===== src/rtl/ael_pkg.sv =====
// shared types and constants for the arithmetic expression lexer
// no dependencies
`default_nettype none

package ael_pkg;

  localparam int unsigned LenW     = 16;
  localparam int unsigned NumW     = 63;
  localparam int unsigned CountW   = 17;
  localparam int unsigned ErrW     = 7;
  localparam int unsigned KindW    = 3;
  localparam int unsigned OpW      = 3;
  localparam int unsigned NumSlots = 3;
  localparam int unsigned SlotCntW = 2;
  localparam int unsigned AddrW    = 4;
  localparam int unsigned DataW    = 64;

  localparam logic [KindW-1:0] KIND_NUMBER = 3'd0;
  localparam logic [KindW-1:0] KIND_OPER   = 3'd1;
  localparam logic [KindW-1:0] KIND_OPEN   = 3'd2;
  localparam logic [KindW-1:0] KIND_CLOSE  = 3'd3;
  localparam logic [KindW-1:0] KIND_END    = 3'd4;

  localparam logic [OpW-1:0] OP_NONE = 3'd0;
  localparam logic [OpW-1:0] OP_ADD  = 3'd1;
  localparam logic [OpW-1:0] OP_SUB  = 3'd2;
  localparam logic [OpW-1:0] OP_MUL  = 3'd3;
  localparam logic [OpW-1:0] OP_DIV  = 3'd4;

  localparam int unsigned ERR_EMPTY    = 0;
  localparam int unsigned ERR_LONG     = 1;
  localparam int unsigned ERR_SPACES   = 2;
  localparam int unsigned ERR_FRACTION = 3;
  localparam int unsigned ERR_INVALID  = 4;
  localparam int unsigned ERR_RANGE    = 5;
  localparam int unsigned ERR_ZERO     = 6;

  localparam logic [7:0] CH_PLUS  = 8'h2B;
  localparam logic [7:0] CH_MINUS = 8'h2D;
  localparam logic [7:0] CH_STAR  = 8'h2A;
  localparam logic [7:0] CH_SLASH = 8'h2F;
  localparam logic [7:0] CH_OPEN  = 8'h28;
  localparam logic [7:0] CH_CLOSE = 8'h29;
  localparam logic [7:0] CH_POINT = 8'h2E;
  localparam logic [7:0] CH_COMMA = 8'h2C;
  localparam logic [7:0] CH_ZERO  = 8'h30;
  localparam logic [7:0] CH_NINE  = 8'h39;
  localparam logic [7:0] CH_SPACE = 8'h20;
  localparam logic [7:0] CH_TAB   = 8'h09;
  localparam logic [7:0] CH_CR    = 8'h0D;

  localparam logic REG_MAX_LENGTH = 1'b0;
  localparam logic REG_MAX_NUMBER = 1'b1;

  localparam logic [LenW-1:0]   LEN_RESET = 16'd255;
  localparam logic [NumW-1:0]   NUM_RESET = 63'd1000000;
  localparam logic [CountW-1:0] COUNT_MAX = 17'h1FFFF;

  typedef struct packed {
    logic [7:0] char_code;
    logic       has_char;
    logic       last_char;
  } item_t;

  typedef struct packed {
    logic [KindW-1:0] kind;
    logic [OpW-1:0]   op;
    logic [NumW-1:0]  value;
    logic [ErrW-1:0]  err;
    logic             eor;
  } tok_t;

  typedef struct packed {
    logic [NumW-1:0]   acc;
    logic              num_open;
    logic              ovf;
    logic [CountW-1:0] count;
    logic              seen;
    logic [ErrW-1:0]   err;
  } run_t;

endpackage

`default_nettype wire


===== src/rtl/ael_step.sv =====
// next run state and up to three tokens for one character item
// depends on ael_pkg
`default_nettype none

module ael_step (
  input  wire ael_pkg::run_t                       run_i,
  input  wire ael_pkg::item_t                      item_i,
  input  wire [ael_pkg::LenW-1:0]                  max_length_i,
  input  wire [ael_pkg::NumW-1:0]                  max_number_i,
  output ael_pkg::run_t                            run_o,
  output ael_pkg::tok_t [ael_pkg::NumSlots-1:0]    toks_o,
  output logic [ael_pkg::SlotCntW-1:0]             tok_cnt_o
);
  import ael_pkg::*;

  logic               is_digit;
  logic               is_space;
  logic [OpW-1:0]     op;
  logic [NumW+3:0]    wide;
  run_t               s;
  logic               num_v;
  logic               sym_v;
  logic               end_v;
  tok_t               num_tok;
  tok_t               sym_tok;
  tok_t               end_tok;
  logic [SlotCntW-1:0] idx;

  always_comb begin
    is_digit = (item_i.char_code >= CH_ZERO) && (item_i.char_code <= CH_NINE);
    is_space = (item_i.char_code == CH_SPACE) ||
               ((item_i.char_code >= CH_TAB) && (item_i.char_code <= CH_CR));
    unique case (item_i.char_code)
      CH_PLUS:  op = OP_ADD;
      CH_MINUS: op = OP_SUB;
      CH_STAR:  op = OP_MUL;
      CH_SLASH: op = OP_DIV;
      default:  op = OP_NONE;
    endcase
  end

  always_comb begin
    s       = run_i;
    wide    = '0;
    num_v   = 1'b0;
    sym_v   = 1'b0;
    end_v   = 1'b0;
    num_tok = '0;
    sym_tok = '0;
    end_tok = '0;

    if (item_i.has_char) begin
      if (s.count != COUNT_MAX) s.count = s.count + 1'b1;
      if (s.count > {1'b0, max_length_i}) s.err[ERR_LONG] = 1'b1;
      if (is_digit) begin
        s.seen = 1'b1;
        if (!s.num_open) begin
          s.num_open = 1'b1;
          s.acc      = '0;
          s.ovf      = 1'b0;
        end
        if (!s.ovf) begin
          // acc * 10 + digit, overflow when anything lands above bit 62
          wide = ({4'b0, s.acc} << 3) + ({4'b0, s.acc} << 1) +
                 {{(NumW){1'b0}}, item_i.char_code[3:0]};
          if (|wide[NumW+3:NumW]) s.ovf = 1'b1;
          else s.acc = wide[NumW-1:0];
        end
      end
    end

    // pending number closes on any non-digit or at the end
    if (((item_i.has_char && !is_digit) || item_i.last_char) && s.num_open) begin
      if (s.ovf) begin
        s.err[ERR_RANGE] = 1'b1;
      end else begin
        if (s.acc == '0) s.err[ERR_ZERO] = 1'b1;
        if (s.acc > max_number_i) s.err[ERR_RANGE] = 1'b1;
        num_v         = 1'b1;
        num_tok.kind  = KIND_NUMBER;
        num_tok.value = s.acc;
      end
      s.num_open = 1'b0;
      s.ovf      = 1'b0;
      s.acc      = '0;
    end

    if (item_i.has_char && !is_digit && !is_space) begin
      s.seen = 1'b1;
      if ((item_i.char_code == CH_POINT) || (item_i.char_code == CH_COMMA)) begin
        s.err[ERR_FRACTION] = 1'b1;
      end else if (op != OP_NONE) begin
        sym_v        = 1'b1;
        sym_tok.kind = KIND_OPER;
        sym_tok.op   = op;
      end else if (item_i.char_code == CH_OPEN) begin
        sym_v        = 1'b1;
        sym_tok.kind = KIND_OPEN;
      end else if (item_i.char_code == CH_CLOSE) begin
        sym_v        = 1'b1;
        sym_tok.kind = KIND_CLOSE;
      end else begin
        s.err[ERR_INVALID] = 1'b1;
      end
    end

    if (item_i.last_char) begin
      if (s.count == '0) s.err[ERR_EMPTY] = 1'b1;
      else if (!s.seen) s.err[ERR_SPACES] = 1'b1;
      end_v        = 1'b1;
      end_tok.kind = KIND_END;
      end_tok.err  = s.err;
      end_tok.eor  = 1'b1;
      s            = '0;
    end
  end

  // pack in order: number, symbol, end
  always_comb begin
    toks_o = '0;
    idx    = '0;
    if (num_v) begin
      toks_o[idx] = num_tok;
      idx         = idx + 1'b1;
    end
    if (sym_v) begin
      toks_o[idx] = sym_tok;
      idx         = idx + 1'b1;
    end
    if (end_v) begin
      toks_o[idx] = end_tok;
      idx         = idx + 1'b1;
    end
    tok_cnt_o = idx;
    run_o     = s;
  end

endmodule

`default_nettype wire


===== src/rtl/arithmetic_expression_lexer_core.sv =====
// arithmetic expression lexer: an accepted item is registered in item_r, then its
// tokens in res_r; one item per cycle while each item yields at most one token and
// out_stall stays low; an item yielding more (up to 3) holds the input side until
// the single result port is taking the last token of the three-slot token buffer
// reset (rst_n low, synchronous) clears run state and buffers, max_length to 255,
// max_number to 1000000; depends on ael_pkg and ael_step
`default_nettype none

module arithmetic_expression_lexer_core (
  input  wire                          clk,
  input  wire                          rst_n,
  input  wire                          psel,
  input  wire                          penable,
  input  wire                          pwrite,
  input  wire [ael_pkg::AddrW-1:0]     paddr,
  input  wire [ael_pkg::DataW-1:0]     pwdata,
  output logic [ael_pkg::DataW-1:0]    prdata,
  output logic                         pready,
  input  wire                          in_valid,
  output logic                         in_stall,
  input  wire [7:0]                    in_char_code,
  input  wire                          in_has_char,
  input  wire                          in_last_char,
  output logic                         out_valid,
  input  wire                          out_stall,
  output logic [ael_pkg::KindW-1:0]    out_token_kind,
  output logic [ael_pkg::OpW-1:0]      out_operator_code,
  output logic [ael_pkg::NumW-1:0]     out_number_value,
  output logic [ael_pkg::ErrW-1:0]     out_error_mask,
  output logic                         out_end_of_run
);
  import ael_pkg::*;

  logic [LenW-1:0]          max_length_r, max_length_nxt;
  logic [NumW-1:0]          max_number_r, max_number_nxt;
  logic                     item_valid_r, item_valid_nxt;
  item_t                    item_r, item_nxt;
  run_t                     run_r, run_nxt, run_step;
  tok_t [NumSlots-1:0]      res_r, res_nxt, toks;
  logic [SlotCntW-1:0]      cnt_r, cnt_nxt, tok_cnt;
  logic                     pop;
  logic                     room;
  logic                     consume;
  logic                     wr_en;

  ael_step u_step (
    .run_i        (run_r),
    .item_i       (item_r),
    .max_length_i (max_length_r),
    .max_number_i (max_number_r),
    .run_o        (run_step),
    .toks_o       (toks),
    .tok_cnt_o    (tok_cnt)
  );

  // register port
  assign pready = 1'b1;
  assign wr_en  = psel && penable && pwrite;

  always_comb begin
    max_length_nxt = max_length_r;
    max_number_nxt = max_number_r;
    if (wr_en) begin
      unique case (paddr[3])
        REG_MAX_LENGTH: max_length_nxt = pwdata[LenW-1:0];
        REG_MAX_NUMBER: max_number_nxt = pwdata[NumW-1:0];
        default:        max_length_nxt = max_length_r;
      endcase
    end
    unique case (paddr[3])
      REG_MAX_LENGTH: prdata = {{(DataW-LenW){1'b0}}, max_length_r};
      REG_MAX_NUMBER: prdata = {{(DataW-NumW){1'b0}}, max_number_r};
      default:        prdata = '0;
    endcase
  end

  // handshake
  assign out_valid = (cnt_r != '0);
  assign pop       = out_valid && !out_stall;
  assign room      = (cnt_r == '0) || ((cnt_r == SlotCntW'(1)) && pop);
  assign consume   = item_valid_r && room;
  assign in_stall  = item_valid_r && !consume;

  always_comb begin
    item_valid_nxt = item_valid_r;
    item_nxt       = item_r;
    if (!in_stall) begin
      item_valid_nxt      = in_valid;
      item_nxt.char_code  = in_char_code;
      item_nxt.has_char   = in_has_char;
      item_nxt.last_char  = in_last_char;
    end

    run_nxt = consume ? run_step : run_r;

    res_nxt = res_r;
    cnt_nxt = cnt_r;
    if (consume) begin
      res_nxt = toks;
      cnt_nxt = tok_cnt;
    end else if (pop) begin
      res_nxt = {tok_t'('0), res_r[NumSlots-1:1]};
      cnt_nxt = cnt_r - 1'b1;
    end
  end

  always_ff @(posedge clk) begin
    if (!rst_n) begin
      max_length_r <= LEN_RESET;
      max_number_r <= NUM_RESET;
      item_valid_r <= 1'b0;
      run_r        <= '0;
      cnt_r        <= '0;
    end else begin
      max_length_r <= max_length_nxt;
      max_number_r <= max_number_nxt;
      item_valid_r <= item_valid_nxt;
      run_r        <= run_nxt;
      cnt_r        <= cnt_nxt;
    end
  end

  always_ff @(posedge clk) begin
    item_r <= item_nxt;
    res_r  <= res_nxt;
  end

  assign out_token_kind    = res_r[0].kind;
  assign out_operator_code = res_r[0].op;
  assign out_number_value  = res_r[0].value;
  assign out_error_mask    = res_r[0].err;
  assign out_end_of_run    = res_r[0].eor;

endmodule

`default_nettype wire


===== config.mk =====
export PLATFORM = sky130hd
export DESIGN_NAME = arithmetic_expression_lexer_core
export DESIGN_NICKNAME = d
export VERILOG_FILES = /design/src/rtl/ael_pkg.sv /design/src/rtl/ael_step.sv /design/src/rtl/arithmetic_expression_lexer_core.sv
export SDC_FILE = /design/constraint.sdc
export NUM_CORES = 1
export LEC_CHECK = 0
export BUFFER_PORTS_ARGS = -buffer_cell sky130_fd_sc_hd__buf_2
export CORE_MARGIN = 2
export CORE_UTILIZATION = 45
export DETAILED_ROUTE_END_ITERATION = 6
export GPL_TIMING_DRIVEN = 0
export PLACE_DENSITY = 0.65
export SKIP_LAST_GASP = 1
export SYNTH_ARGS = -nofsm -noshare
export SYNTH_HDL_FRONTEND = slang
export SYNTH_HIERARCHICAL = 1
export SYNTH_SLANG_ARGS = --single-unit

===== constraint.sdc =====
create_clock -name clk -period 16.9 [get_ports clk]
set_input_delay 0.845 -clock clk [delete_from_list [all_inputs] [get_ports clk]]
set_output_delay 0.845 -clock clk [all_outputs]
set_load 0.005 [all_outputs]

Yosys cells after proc, flatten, opt, wreduce, memory -nomap -nowiden
Index checks and enable logic that the tools add are counted.
W data, S select, Z words.
{ "op_classes": {"order_cmp": 10, "bitwise_logic": 1, "n_mux": 67, "addsub": 6, "n_eq_ne": 11, "reduce_logical": 30} }
{ "op_table": {"columns": ["cell", "count"], "rows": [
  ["$mux W231", 4],
  ["$bwmux W231", 2],
  ["$mux W65", 5],
  ["$demux W77 S2", 2],
  ["$mux W63", 4],
  ["$mux W77", 2],
  ["$pmux W64 S2", 1],
  ["$mux W90", 1],
  ["$mux W83", 1],
  ["$eq A8 B6 Y1 const B", 9],
  ["$mux W71", 1],
  ["$add A66 B64 Y67", 1],
  ["$add A67 B4 Y67", 1],
  ["$gt A63 B63 Y1", 1],
  ["$logic_not A63 Y1", 1],
  ["$mux W17", 2],
  ["$mux W1", 27],
  ["$add A17 B1 Y17 const B", 1],
  ["$gt A17 B16 Y1", 1],
  ["$logic_not A17 Y1", 1],
  ["$ne A17 B17 Y1 const B", 1],
  ["$mux W2", 7],
  ["$logic_and A1 B1 Y1", 13],
  ["$mux W3", 4],
  ["other kinds (23)", 32]
]} }
{ "word_totals": {"reg_bits": 411, "elab_cells": 153, "inputBits": 85} }

Logic depth before layout (Yosys ltp)
Gate-level depths: netlist of run 1.
{ "depth": {"word_depth": 23, "mapped_depth": 36, "mapped_depth_nobuf": 31} }

Modules after synthesis
The synthesis of run 1 kept the hierarchy.
{ "by_module_without_submodules": {"columns": ["mod", "n_inst", "cells_per_inst", "area_per_inst_um2", "seq_area_each_um2"], "rows": [
  ["arithmetic_expression_lexer_core", 1, 1733, 17128.9, 10680.2],
  ["ael_step", 1, 1810, 11683.7, 0.0]
]} }

Worst setup path after synthesis of run 1
OpenSTA, ideal clock, no wires.
{ "synth_timing": {"path_kind": "input to register", "start": "input port out_stall", "end": "register res_r, in the netlist out_end_of_run (enable)", "arrival_time_ps": 16913, "path_stages": 1, "required_ps": 15758, "setup_slack_ps": -1155, "cell_sequence": "o21ai_0"} }
{ "synth_via": {"elab_chain_len": 6} }
{ "synth_lines": {"columns": ["element", "line_no", "text"], "rows": [
  ["from (decl)", "arithmetic_expression_lexer_core.sv:25", "input wire out_stall,"],
  ["$logic_not A1 Y1 *", "arithmetic_expression_lexer_core.sv:79", "assign pop = out_valid && !out_stall;"],
  ["$logic_and A1 B1 Y1 *", "arithmetic_expression_lexer_core.sv:79", null],
  ["$logic_and A1 B1 Y1", "arithmetic_expression_lexer_core.sv:80", "assign room = (cnt_r == '0) || ((cnt_r == SlotCntW'(1)) && pop);"],
  ["$logic_or A1 B1 Y1", "arithmetic_expression_lexer_core.sv:80", null],
  ["$logic_and A1 B1 Y1", "arithmetic_expression_lexer_core.sv:81", "assign consume = item_valid_r && room;"],
  ["$reduce_bool A2 Y1 (no line) *", null, null],
  ["to (signal assigned)", "arithmetic_expression_lexer_core.sv:125", "res_r <= res_nxt;"],
  ["to (decl)", "arithmetic_expression_lexer_core.sv:39", "tok_t [NumSlots-1:0] res_r, res_nxt, toks;"]
]} }
Mark *: on every way between the ends. The rest lies on a longest branch, timed or not.
A chain may end at the register's enable or synchronous reset.

==> results of run 1 <==
-- path summary, 6_finish.rpt --
check | to | cells past startpoint | slack, ns
max | out_error_mask[5] | 34 | 6.55
min | item_r[1] | 1 | 0.42
max reg2reg | out_error_mask[5] | 34 | 6.55
min reg2reg | run_r[14] | 2 | 0.46
-- critical path, delay by kind of cell (launching register included) --
family / cells / cell delay (ns)
flops: 1 / 0.32
mux: 1 / 0.38
fa+ha+maj: 3 / 0.88
simple gates: 8 / 1.17
compound gates: 16 / 4.75
buf+inv: 6 / 2.58
-- cells in the mapped netlist, drive strengths merged (27+ instances only) --
| cell | number |
|---|---|
| nand4 | 49 |
| ha | 210 |
| nand2 | 925 |
| and2 | 197 |
| clkbuf | 84 |
| nor3 | 34 |
| dfxtp | 172 |
| a21o | 40 |
| o21a | 31 |
| inv | 173 |
| nor2 | 267 |
| xnor2 | 44 |
| a21boi | 161 |
| edfxtp | 241 |
| nand3 | 55 |
| a21oi | 125 |
| a32oi | 27 |
| buf | 307 |
| o21ai | 76 |
| xor2 | 35 |
| a22oi | 29 |
-- flip-flops by register name, summed over array words and instances (netlist names), 3 cells and up --
| signal | flops |
|---|---|
| item_r | 10 |
| max_length_r | 16 |
| max_number_r | 63 |
| out_error_mask | 7 |
| out_number_value | 63 |
| out_operator_code | 3 |
| out_token_kind | 3 |
| res_r | 154 |
| run_r | 90 |
-- cells by family after synthesis --
group | Yosys count | share of synthesized area
AOI/OAI and AO/OA | 602 | 0.144
xor gates and xnor gates | 79 | 0.0240
adders and majority gates | 211 | 0.0919
buffers and inverters | 564 | 0.105
DFF | 413 | 0.371
muxes | 27 | 0.0102
other | 3 | 0.000391
and+or+nand+nor | 1644 | 0.254
-- per-stage QoR --
stage                     utilization  power (W)  setup WS, ns  instance area (um^2)  hold WS [ns]
final                           0.526    0.00282          6.55                 33200         0.423
after global routing            0.526    0.00295          6.14                 33200         0.403
after CTS                       0.526    0.00285          6.92                 33200         0.391
after detailed placement        0.501    0.00180          6.96                 31700         0.457
after global placement          0.498    0.00185         0.202                 31500         0.451
after floorplan                     -    0.00165          5.08                 29300         0.440
-- layer usage --
metal / part of all wire / up-vias
li1: - / 12509
met1: 0.43 / 11876
met2: 0.46 / 951
met3: 0.070 / 186
met4: 0.043 / 4
met5: 0.00020 / -
-- report_power, final --
| group | switching [W] | total, W | internal, W |
|---|---|---|---|
| combinational | 0.000294 | 0.000500 | 0.000206 |
| sequential | 0.0000397 | 0.00128 | 0.00124 |
| clock | 0.000438 | 0.00104 | 0.000604 |
| total | 0.000772 | 0.00282 | 0.00205 |
-- cell type report --
type	instances	area, um^2
Timing Repair Buffer	230	1310
Multi-Input combinational cell	2696	15600
Fill cell	6049	30000
Sequential cell	413	10700
Inverter	173	649
Clock buffer	54	1230
Tap cell	846	1060
Clock inverter	30	330
Buffer	391	2370
==> impl_results.md, run 1 <==
* Outcome: complete, no violations
* PwrDens at ~85 nW/um^2
* DP Cell Count at 4749
* Slew of the pin with the lowest slew margin at between 1 and 1.5 ns
* Slew headroom at 0.203
* DRT Wirelength at ~91000 um
* Crit path launch type: flip-flop
* Routability cong. at 0.973
* Mapped cell area at 28800 um^2
* Area Overhead vs Synth at 15.4%
* Most common cell after layout, fill and taps aside: nand2_1
* Layout net count at roughly 4200
* Class of the most critical setup path: reg2reg
* Drt initial violations at 2396
* Synth top area share at 0.251
* Height of the die at 257 um
* Primary FF master, synth: edfxtp_1
* Asr flop ratio synth at 0
* Met2 usage at 0.441
* Largest net degree at the start of global routing at 31
* Die Wd at 257 um
* Worst-skew pair later-pin latency at 0.59 ns
* Maximum clock rate at 96.6 MHz
* Tcrit/Tclk final at 0.612
* Worst path arrival time at 10.68 ns
* Post-DP HPWL at 72200 um
* Gr ovfl total at 0
* Antenna cells at 0
* Grt met3 use at 0.0318
* Layout Skew at ~0.027 ns
* First-pass GRT wire length at 139000 um
* Clock sinks at 413
* Most frequent cells in the layout: nand2_1 (924), buf_2 (301), nor2_1 (266)
* Clock-pin slew on the worst setup and hold paths at approximately 0.060 ns
* H-tree Lvls at 2
* Final ANT Viol Nets at 0
* Die area at around 66000 um^2
* Pre-Repair DR Iteration Count at 6
* IO Pins at between 200 and 250
* Post-synthesis cell type count at 86
* Maximum clock path buffer count at 3
* Final hold vios at 0
* Crit path required time at 17.23 ns
* CTS buffer count at 47
* Largest fanout on the critical path at 10
* Synthesized area per cell at around 8.1 um^2
* Clock Root Buffer: clkbuf_16
* Cell taking the most area after synthesis: edfxtp_1
* Post-route setup TNS at 0 ns
* Busiest grt layer: met2
* Vias at 25526
* Synth warn at 6
* Most used cell, CP: clkbuf_1
* CP max stage cell: clkbuf_1
* Non-filler cells, final at 4833
* Max-cap violations at 0
* Crit-path max cell delay at about 0.65 ns
* Max IR drop VDD at 0.0935 mV
* DR DRC count at 0
* Vias per inst at 5.28
* Row count at between 90 and 100
* Gate Count Post-Synth at 3543
* Final min period at 10.35 ns
* EDFF count, synth at around 240
* Register area share after synthesis at 0.371
* Post-CTS resize count at 0
* Hold Path Class: in2reg
* Grt met1 use at 0.364
* Static Leak at 15.4 nW
* Core area at 63200 um^2
* Hold_buf cts at 0
* Initial Util at 0.456
* TritonCTS clock tree: built
* Top cells by area, synth: edfxtp_1 (25%), nand2_1 (12%), dfxtp_1 (12%)
* Final Max Slew Viols at 0
* DR WL/cell at 18.8 um
* Port Buffers at 221
* Unrepaired setup endpoints after global routing: no
* Worst Setup SP: run_r[26]
* Gr usage total at 0.270
* Seq cells post-synth at 413
* Hold Startpoint: in_has_char
* Worst r2r src: run_r[26]
* Setup Buffers After CTS at 0
* Initial antenna violation count at 2
* Share of cells above drive strength 1 at 0.164
* Final setup viols at 0
* Crit end category: flip-flop
* Vias in the first global route at 23951
No activity file was read; power rests on OpenSTA's default activity.
==> run 2, diff against run 1 <==
- ABC_AREA: not set -> 1
- PLACE_DENSITY: 0.65 -> not set
- clock period: 16.9 -> 9.02 ns (I/O delays scaled with it)
==> run 2 against run 1 <==
Net effect:
- setup slack worse by 5.9 ns
- utilization down 0.71 points
- global-route usage up 2.1 points
- area after synthesis up 5.2%
- clock skew up 0.0031 ns
- routed wire length up 13%
- sequential share of layout area down 1.4 points
- sequential power up 100%
- die area up 5.1%
- non-clock buffer count down 31
- critical path type unchanged
- largest cell class unchanged
==> impl_results.md, run 2 <==
* Outcome: complete, no violations
* Post-synthesis mux area share at 0.000660
* Vias in the first global route at 26130
* Initial Util at 0.453
* Largest fanout on the critical path at 10
* Hold_buf cts at 0
* Vias per inst at 4.88
* Max-cap violations at 0
* TritonCTS clock tree: built
* Primary FF master, synth: edfxtp_1
* Port Buffers at 221
* Register Area at 10700 um^2
* Gr usage total at 0.291
* Maximum clock path buffer count at 3
* Area Overhead vs Synth at 14.6%
* Mapped cell area at a little over 30000 um^2
* Row count at 95
* Unrepaired setup endpoints after global routing: no
* Final Core Density at 0.519
* Most used cell, CP: nand2_1
* Most frequent cells in the layout: nand2_1 (1363), nor2_1 (712), inv_1 (586)
* Final ANT Viol Nets at 0
* Final setup viols at 0
* Total Power at 0.00653 W
* R2R depth at 36
* Pre-Repair DR Iteration Count at 6
* Slew headroom at 0.0411
* Die Wd at 264 um
* Synth warn at 6
* Layout Skew at 0.0299 ns
* Gate Count Post-Synth at 4440
* Area of the multi-input gates at 15400 um^2
* Clock Root Buffer: clkbuf_16
* Crit path required time at 9.47 ns
* Core area at around 67000 um^2
* Top cells by area, synth: edfxtp_1 (24%), nand2_1 (17%), dfxtp_1 (11%)
* DRT Wirelength at 103000 um
* Class of the most critical setup path: reg2reg
* Synthesized area per cell at 6.83 um^2
* Largest net degree at the start of global routing at just under 70
* Crit-path max cell delay at 0.80 ns
* Top-count cell post-synth: nand2_1
* First-pass GRT wire length at 154000 um
* Seq cells post-synth at between 400 and 500
* Simple-gate share of the synthesized area at 0.313
* PwrDens at 188 nW/um^2
* Vias at 28063
* Initial antenna violation count at 0
* Post-synthesis compound-gate area fraction at 0.0723
* Crit path launch type: flip-flop
* Gr ovfl total at 0
* Drt initial violations at 2221
* DR DRC count at 0
* Cell taking the most area after synthesis: edfxtp_1
* EDFF count, synth at 241
* Maximum clock rate at 120 MHz
* Filler cells at 6989
* Crit end category: flip-flop
* Post-CTS resize count at 0
* Asr flop ratio synth at 0
* IO Pins at 229
* Xor and xnor fraction of the mapped netlist area at 0.0176
* Worst path arrival time at roughly 8.8 ns
* Slew of the pin with the lowest slew margin at around 1.4 ns
* Max IR drop VDD at 0.209 mV
* Hold path depth at 1
* Die area at 69500 um^2
* Adder-cell share of the synthesized area at 0.0873
* Combinational family with the most area after synthesis: simple AND/OR/NAND/NOR gates
* Most common cell after layout, fill and taps aside: nand2_1
* Final hold vios at 0
* DR WL/cell at 17.9 um
* Largest register FFs at 154
* Post-synthesis cell type count at 57
* Post-DP HPWL at 82700 um
* Static Leak at approximately 18 nW
* Worst-skew pair later-pin latency at 0.60 ns
* Routability cong. at 1.02
* Hold Path Class: in2reg
* Largest registers: res_r: 154 flops, run_r: 90 flops
* Antenna cells at 0
* Height of the die at 264 um
* Final Max Slew Viols at 0
* Register area share after synthesis at 0.352
* Final min period at 8.33 ns
* CP max stage cell: clkbuf_1
* Register with the most flip-flops: res_r
* Setup Buffers After CTS at 0
* Layout net count at 5140
* Commonest cells post-synth: nand2_1 (1364), nor2_1 (712), inv_1 (586), edfxtp_1 (241), buf_4 (222)
* Share of cells above drive strength 1 at 0.143
* Clock sinks at 413
* Synth top area share at 0.239
* H-tree Lvls at 2
* CTS buffer count at 48
* Clock-pin slew on the worst setup and hold paths at 0.06 ns
* Tcrit/Tclk final at 0.923
==> run 2: final timing paths <==
path | from | endpoint | slack [ns]
worst max-delay path | run_r[26] | out_error_mask[5] | 0.69
worst min-delay path | in_char_code[6] | item_r[8] | 0.03
worst max register to register | run_r[26] | out_error_mask[5] | 0.69
worst min register to register | cnt_r[1] | cnt_r[1] | 0.48
==> run 2: layout make-up <==
cell class                 count  share of cell area
buffer                       366              0.0703
clock buffer                  68              0.0391
clock inverter                21             0.00807
inverter                     612              0.0662
multi-input combinational   3179               0.443
sequential                   413               0.308
tap                          873              0.0315
timing repair buffer         224              0.0342
==> run 2: report_power, final <==
group / leakage, nW / switching (W) / total (W) / internal, W
Clock: 0.790 / 0.000832 / 0.00203 / 0.00120
Combinational: 13.8 / 0.00120 / 0.00188 / 0.000678
Sequential: 3.76 / 0.000146 / 0.00261 / 0.00247
Total: 18.4 / 0.00218 / 0.00653 / 0.00434
==> run 2: worst max-delay path: cells and delay by family, from the launching register on <==
kind,cells,cell delay (ns)
buffers and inverters,7,2.12
flip-flops,1,0.37
AO/OA/AOI/OAI,6,1.55
AND/OR/NAND/NOR,20,3.20
adder cells (fa/ha/maj),3,0.94
==> run 2: stage by stage <==
stage	setup TNS (ns)	instance area, um^2	setup WS, ns	hold WS [ns]	cells
3_5_place_dp	0	33100	1.05	0.472	5667
5_1_grt	0	34700	0.532	0.00707	5756
6_report	0	34700	0.690	0.0329	5756
4_1_cts	0	34700	1.03	0.00200	5756
2_1_floorplan	0	30800	2.29	0.450	4570
3_3_place_gp	-113.27	33000	-0.518	0.464	5664
==> run 2: cells by family (layout without fill, tap and decap cells) <==
logic type,Yosys count,count (layout)
AND/OR/NAND/NOR,2365,2365
buffers and inverters,978,1291
flip-flops,413,413
AO/OA/AOI/OAI,407,407
adder cells (fa/ha/maj),211,211
XOR/XNOR,61,61
other,3,133
multiplexers,2,2
==> run 2: per-layer routing <==
layer,track usage,vias up,part of all wire
met5,0,-,0
li1,-,14296,-
met1,0.390,12810,0.44
met3,0.0327,151,0.059
met2,0.490,806,0.47
met4,0.0937,0,0.032
